[src/rtl/cht_pkg.sv]
// Shared types, constants and hash helpers for the two-table cuckoo hash map.
// Used by cht_front, cht_engine and the top level; depends on nothing else.
package cht_pkg;

    localparam int TABLE_SIZE = 256;
    localparam int IDX_W      = $clog2(TABLE_SIZE);
    localparam int KEY_W      = 32;
    localparam int VAL_W      = 32;
    localparam int CNT_W      = 10;
    localparam int KICK_W     = 9;
    localparam int OP_W       = 2;
    localparam int ST_W       = 2;
    localparam int ENTRY_W    = KEY_W + VAL_W;
    // table word: valid bit on top of key and value
    localparam int WORD_W     = ENTRY_W + 1;
    localparam int QDEPTH     = 2;
    localparam int QPTR_W     = $clog2(QDEPTH);

    localparam logic [KICK_W-1:0] KICKS_RESET = KICK_W'(256);

    // 2^35/7 rounded up is 2^32 + RECIP_LO; exact floor(x/7) for any 32-bit x
    localparam logic [31:0] RECIP_LO = 32'h2492_4925;
    localparam int          RECIP_SH = 35;

    localparam logic [OP_W-1:0] OP_LOOKUP = 2'd0;
    localparam logic [OP_W-1:0] OP_INSERT = 2'd1;
    localparam logic [OP_W-1:0] OP_REMOVE = 2'd2;

    localparam logic [ST_W-1:0] ST_DONE      = 2'd0;
    localparam logic [ST_W-1:0] ST_NOT_FOUND = 2'd1;
    localparam logic [ST_W-1:0] ST_FULL      = 2'd2;

    typedef struct packed {
        logic [OP_W-1:0]  op;
        logic [KEY_W-1:0] key;
        logic [VAL_W-1:0] val;
        logic [IDX_W-1:0] p1;
        logic [IDX_W-1:0] p2;
    } t_item;

    typedef struct packed {
        logic             hit;
        logic [VAL_W-1:0] found;
        logic [ST_W-1:0]  status;
        logic [KEY_W-1:0] spill_key;
        logic [VAL_W-1:0] spill_val;
        logic [CNT_W-1:0] count;
    } t_result;

    typedef enum logic [3:0] {
        S_CLEAR, S_IDLE, S_LOOK, S_K1_RD, S_K1, S_H1, S_H2, S_K2_RD, S_K2
    } t_state;

    function automatic logic [KEY_W-1:0] cht_mag(input logic [KEY_W-1:0] k);
        return k[KEY_W-1] ? (~k + KEY_W'(1)) : k;
    endfunction

    function automatic logic [63:0] cht_mul7(input logic [KEY_W-1:0] m);
        return 64'(m) * 64'(RECIP_LO);
    endfunction

    // second slot from magnitude and its registered partial product
    function automatic logic [IDX_W-1:0] cht_slot2(input logic [KEY_W-1:0] m,
                                                   input logic [63:0] prod);
        logic [65:0] sum;
        sum = {2'b00, m, 32'b0} + {2'b00, prod};
        return sum[RECIP_SH +: IDX_W];
    endfunction

endpackage

[src/rtl/cht_front.sv]
// Front end: accepts request beats, hashes the key to both slots and queues them.
// Depends on cht_pkg.
module cht_front (
    input  logic                  i_clk,
    input  logic                  i_rst_n,
    input  logic                  i_valid,
    output logic                  o_ready,
    input  logic [cht_pkg::OP_W-1:0]  i_op,
    input  logic [cht_pkg::KEY_W-1:0] i_key,
    input  logic [cht_pkg::VAL_W-1:0] i_val,
    output logic                  o_q_valid,
    output cht_pkg::t_item        o_q_item,
    input  logic                  i_q_pop
);
    import cht_pkg::*;

    logic             r_s1_vld;
    logic [OP_W-1:0]  r_s1_op;
    logic [KEY_W-1:0] r_s1_key, r_s1_mag;
    logic [VAL_W-1:0] r_s1_val;
    logic [63:0]      r_s1_prod;

    t_item             r_q [QDEPTH];
    logic [QPTR_W-1:0] r_wp, r_rp;
    logic [QPTR_W:0]   r_cnt;
    logic              push, take;
    logic [KEY_W-1:0]  in_mag;

    assign push    = r_s1_vld && (r_cnt < (QPTR_W+1)'(QDEPTH));
    assign o_ready = !r_s1_vld || push;
    assign take    = i_valid && o_ready;
    assign in_mag  = cht_mag(i_key);

    always_ff @(posedge i_clk) begin
        if (!i_rst_n) begin
            r_s1_vld <= 1'b0;
        end else if (take) begin
            r_s1_vld <= 1'b1;
        end else if (push) begin
            r_s1_vld <= 1'b0;
        end
        if (take) begin
            r_s1_op   <= i_op;
            r_s1_key  <= i_key;
            r_s1_val  <= i_val;
            r_s1_mag  <= in_mag;
            r_s1_prod <= cht_mul7(in_mag);
        end
    end

    always_ff @(posedge i_clk) begin
        if (!i_rst_n) begin
            r_wp  <= '0;
            r_rp  <= '0;
            r_cnt <= '0;
        end else begin
            if (push) begin
                r_wp <= r_wp + QPTR_W'(1);
            end
            if (i_q_pop) begin
                r_rp <= r_rp + QPTR_W'(1);
            end
            r_cnt <= r_cnt + (QPTR_W+1)'(push) - (QPTR_W+1)'(i_q_pop);
        end
        if (push) begin
            r_q[r_wp] <= '{op: r_s1_op, key: r_s1_key, val: r_s1_val,
                           p1: r_s1_mag[IDX_W-1:0],
                           p2: cht_slot2(r_s1_mag, r_s1_prod)};
        end
    end

    assign o_q_valid = (r_cnt != '0);
    assign o_q_item  = r_q[r_rp];

    a_no_overflow: assert property (@(posedge i_clk) disable iff (!i_rst_n)
        r_cnt <= (QPTR_W+1)'(QDEPTH)) else $error("queue overflow");
    a_pop_nonempty: assert property (@(posedge i_clk) disable iff (!i_rst_n)
        i_q_pop |-> r_cnt != '0) else $error("pop from empty queue");
    a_push_holds: assert property (@(posedge i_clk) disable iff (!i_rst_n)
        r_s1_vld && !push |=> r_s1_vld && $stable(r_s1_key))
        else $error("stage lost an item");
endmodule

[config.mk]
export PLATFORM = sky130hd
export DESIGN_NAME = cht_front
export DESIGN_NICKNAME = d
export VERILOG_FILES = /design/src/rtl/cht_pkg.sv /design/src/rtl/cht_front.sv
export SDC_FILE = /design/constraint.sdc
export NUM_CORES = 1
export LEC_CHECK = 0
export BUFFER_PORTS_ARGS = -buffer_cell sky130_fd_sc_hd__buf_2
export CORE_ASPECT_RATIO = 1.4
export CORE_MARGIN = 3
export CORE_UTILIZATION = 65
export DETAILED_ROUTE_END_ITERATION = 7
export HOLD_SLACK_MARGIN = 0.02
export PLACE_DENSITY = 0.94
export SLEW_MARGIN = 20
export SYNTH_ARGS = -nofsm -noshare
export SYNTH_HDL_FRONTEND = slang
export SYNTH_SLANG_ARGS = --single-unit
[constraint.sdc]
create_clock -name i_clk -period 21.2 [get_ports i_clk]
set_input_delay 4.24 -clock i_clk [delete_from_list [all_inputs] [get_ports i_clk]]
set_output_delay 4.24 -clock i_clk [all_outputs]
set_load 0.005 [all_outputs]
==> out/results.ini <==
[place]
place_hpwl_mm = 33.7
port_buffers = 153
place_congestion = 0.974
place_area_um2 = 19900

[critical_path]
crit_path_start_kind = input pin
r2r_slack_ps = 17990
critPathArrivalTime_ps = 12530
path_depth = 29
critical_path_required_ps = 21420
cp_common_cell = fa_1
path_max_fanout = 4
endpoint = r_s1_prod[42]$_DFFE_PP_
critPathKind = in2reg
max_stage_delay_ps = 590
critPathTopFamily = adder cells
r2r-end = r_q[0][7]$_DFFE_PP_
r2r_cells = 10
critPathLaunch = i_key[13]
slowest_stage = or4_4
crit_path_end_kind = flip-flop
r2r_start = r_s1_mag[1]$_DFFE_PP_
cp_num_buf_inv = 5

[worst_hold_path]
hp-class = reg2reg

[layout]
antennaDiodeCount = 0
fin_nets = 2093
final_common_cell = inv_1
fin_util = 0.738
drive_gt1_frac = 0.187
final_cell_mix = inv_1 (342), edfxtp_1 (249), ha_1 (224), fa_1 (185), buf_2 (153)
fin_area_um2 = 20600
area_growth_pct = 11.0

[route]
first_iter_violations = 1007
vias = 11600
wl_per_cell_um = 22.5
firstDrtPassIters = 5
vias_per_cell = 5.79
wirelength_mm = 45.0
drc = 0
ant_nets = 0

[timing]
relSlewSlack = 0.273
worst_slew_pin_slew_ps = 1080
setup_viol_count_final = 0
timing.fmax_mhz = 81.2
fin_setup_tns_ps = 0
min_period_over_period = 0.581
grt_setup_unrepaired = no
finalHoldViolCount = 0
slew_violations = 0
skew_ps = 23.3
post-route-min-period_ps = 12310

[outcome]
status = finished, final reports clean

[synthesis]
synth_top_area_share = 0.403
synth_edf_count = 249
synth_area_um2 = 18600
synth.area.top_cells = edfxtp_1 (40%), fa_1 (20%), ha_1 (15%)
syn_area_per_cell_um2 = 12.9
synth.net_count = 1913
syn-instance-count = 1434
ys.warnings.count = 0
synth_top_cell_by_area = edfxtp_1
synth_flop_cell = edfxtp_1
synth_cell_types = 50
synth_seq_cells = 255
synth-seq-area-share = 0.409
synthArstFlopShare = 0

[clocking]
cts.sinks = 255
cts_setup_buffers = 0
cts.clk_slew.worst_paths_ps = 70
cts_resized = 0
postCtsHoldBufs = 0
clk_latency_ps = 510
cts_buffers = 22
cts_tree = yes
htreeDepth = 1
max-clock-path-buffers = 3
root_buffer = clkbuf_16

[global_routing]
grt_pass1_wl_mm = 67.6
grt_usage = 0.293
grt_pass1_vias = 12400
antenna_found_initial = 0
globalRouteOverflowTotal = 0
grt_max_degree = 88

[flow_run]
cap_violations = 0

[floorplanning]
core-area_um2 = 27900
die_w_um = 149
pin_count = 154
dieHeight_um = 206
fp-row-count = 72
initial_core_util = 0.665
die_area_um2 = 30700

state kept, by name (all words and copies together) (netlist names), named ones only:
name / cells
r_cnt: 2
r_q: 162
r_rp: 1
r_s1_key: 32
r_s1_mag: 10
r_s1_op: 2
r_s1_prod: 11
r_s1_val: 32
r_s1_vld: 1
r_wp: 1
stage by stage:
stage	setup slack (ps)	hold slack, ps	std cells
global placement	9060	422	1959
detailed placement	8800	429	1959
global route	8660	456	2000
floorplan	9590	421	1434
CTS	9010	444	1999
finish	8890	439	2000
cell families (layout without fill, tap and decap cells):
logic type                 Yosys count  count (layout)  share of synthesized area
AOI/OAI and AO/OA                   88              88                     0.0304
muxes                               81              81                     0.0491
buffers and inverters              360             556                     0.0731
and+or+nand+nor                    139             139                     0.0375
xor gates and xnor gates           102             102                     0.0501
adders and majority gates          409             409                      0.350
DFF                                255             255                      0.409
layout make-up:
class | instances | area (um^2)
clock buffer | 26 | 587
clock inverter | 14 | 98.8
fill | 1675 | 7320
inverter | 347 | 1310
multi-input combinational | 819 | 9640
sequential | 255 | 7600
tap | 370 | 463
timing repair buffer | 169 | 906
worst register-to-register path, stage by stage, from the launching register on:
cell      delay [ps]
edfxtp_1         440
ha_1             320
a31o_2           240
a21oi_1          270
o21bai_1         180
a21oi_1          410
o211ai_1         240
a21oi_1          330
o21bai_1         160
a21oi_1          260
xnor2_1          110
worst min-delay path by stage:
stage / start / to / slack [ps] / depth (start not counted)
final: r_s1_val[25]$_DFFE_PP_ / r_q[0][41]$_DFFE_PP_ / 440 / 0
after global routing: r_s1_key[9]$_DFFE_PP_ / r_q[0][57]$_DFFE_PP_ / 460 / 0
after CTS: r_s1_val[25]$_DFFE_PP_ / r_q[0][41]$_DFFE_PP_ / 440 / 0
after detailed placement: r_s1_val[25]$_DFFE_PP_ / r_q[0][41]$_DFFE_PP_ / 430 / 0
after global placement: r_s1_key[10]$_DFFE_PP_ / r_q[0][58]$_DFFE_PP_ / 420 / 0
after floorplan: r_s1_val[0]$_DFFE_PP_ / r_q[0][16]$_DFFE_PP_ / 420 / 0
per-layer routing:
layer / GRT usage / share of wire / up-vias
met5: 0 / 0 / -
met4: 0.161 / 0.065 / 0
met3: 0.0397 / 0.064 / 158
met2: 0.538 / 0.53 / 562
met1: 0.327 / 0.34 / 5794
li1: - / - / 5075
synth_stat cells (all sizes together), types with 2 or more instances:
cell type and instances:
a21oi 32, o31ai 7, nand2b 8, nand4 7, nor2 22, o21bai 5, o211ai 2, and2 13
clkbuf 11, o31a 2, nor4 8, o21ai 19, a211oi 2, xnor2 81, a21o 6, or3 5
o21a 3, o41ai 3, mux2 81, xor2 21, fa 185, ha 224, dfxtp 6, or2 4
nand3 11, inv 347, nor3 5, nor2b 4, nand2 49, edfxtp 249, a31oi 2, buf 2
Power is left out: the tool's default activity adds up to more than one toggle a clock period on the data nets, which glitch-free logic cannot reach.
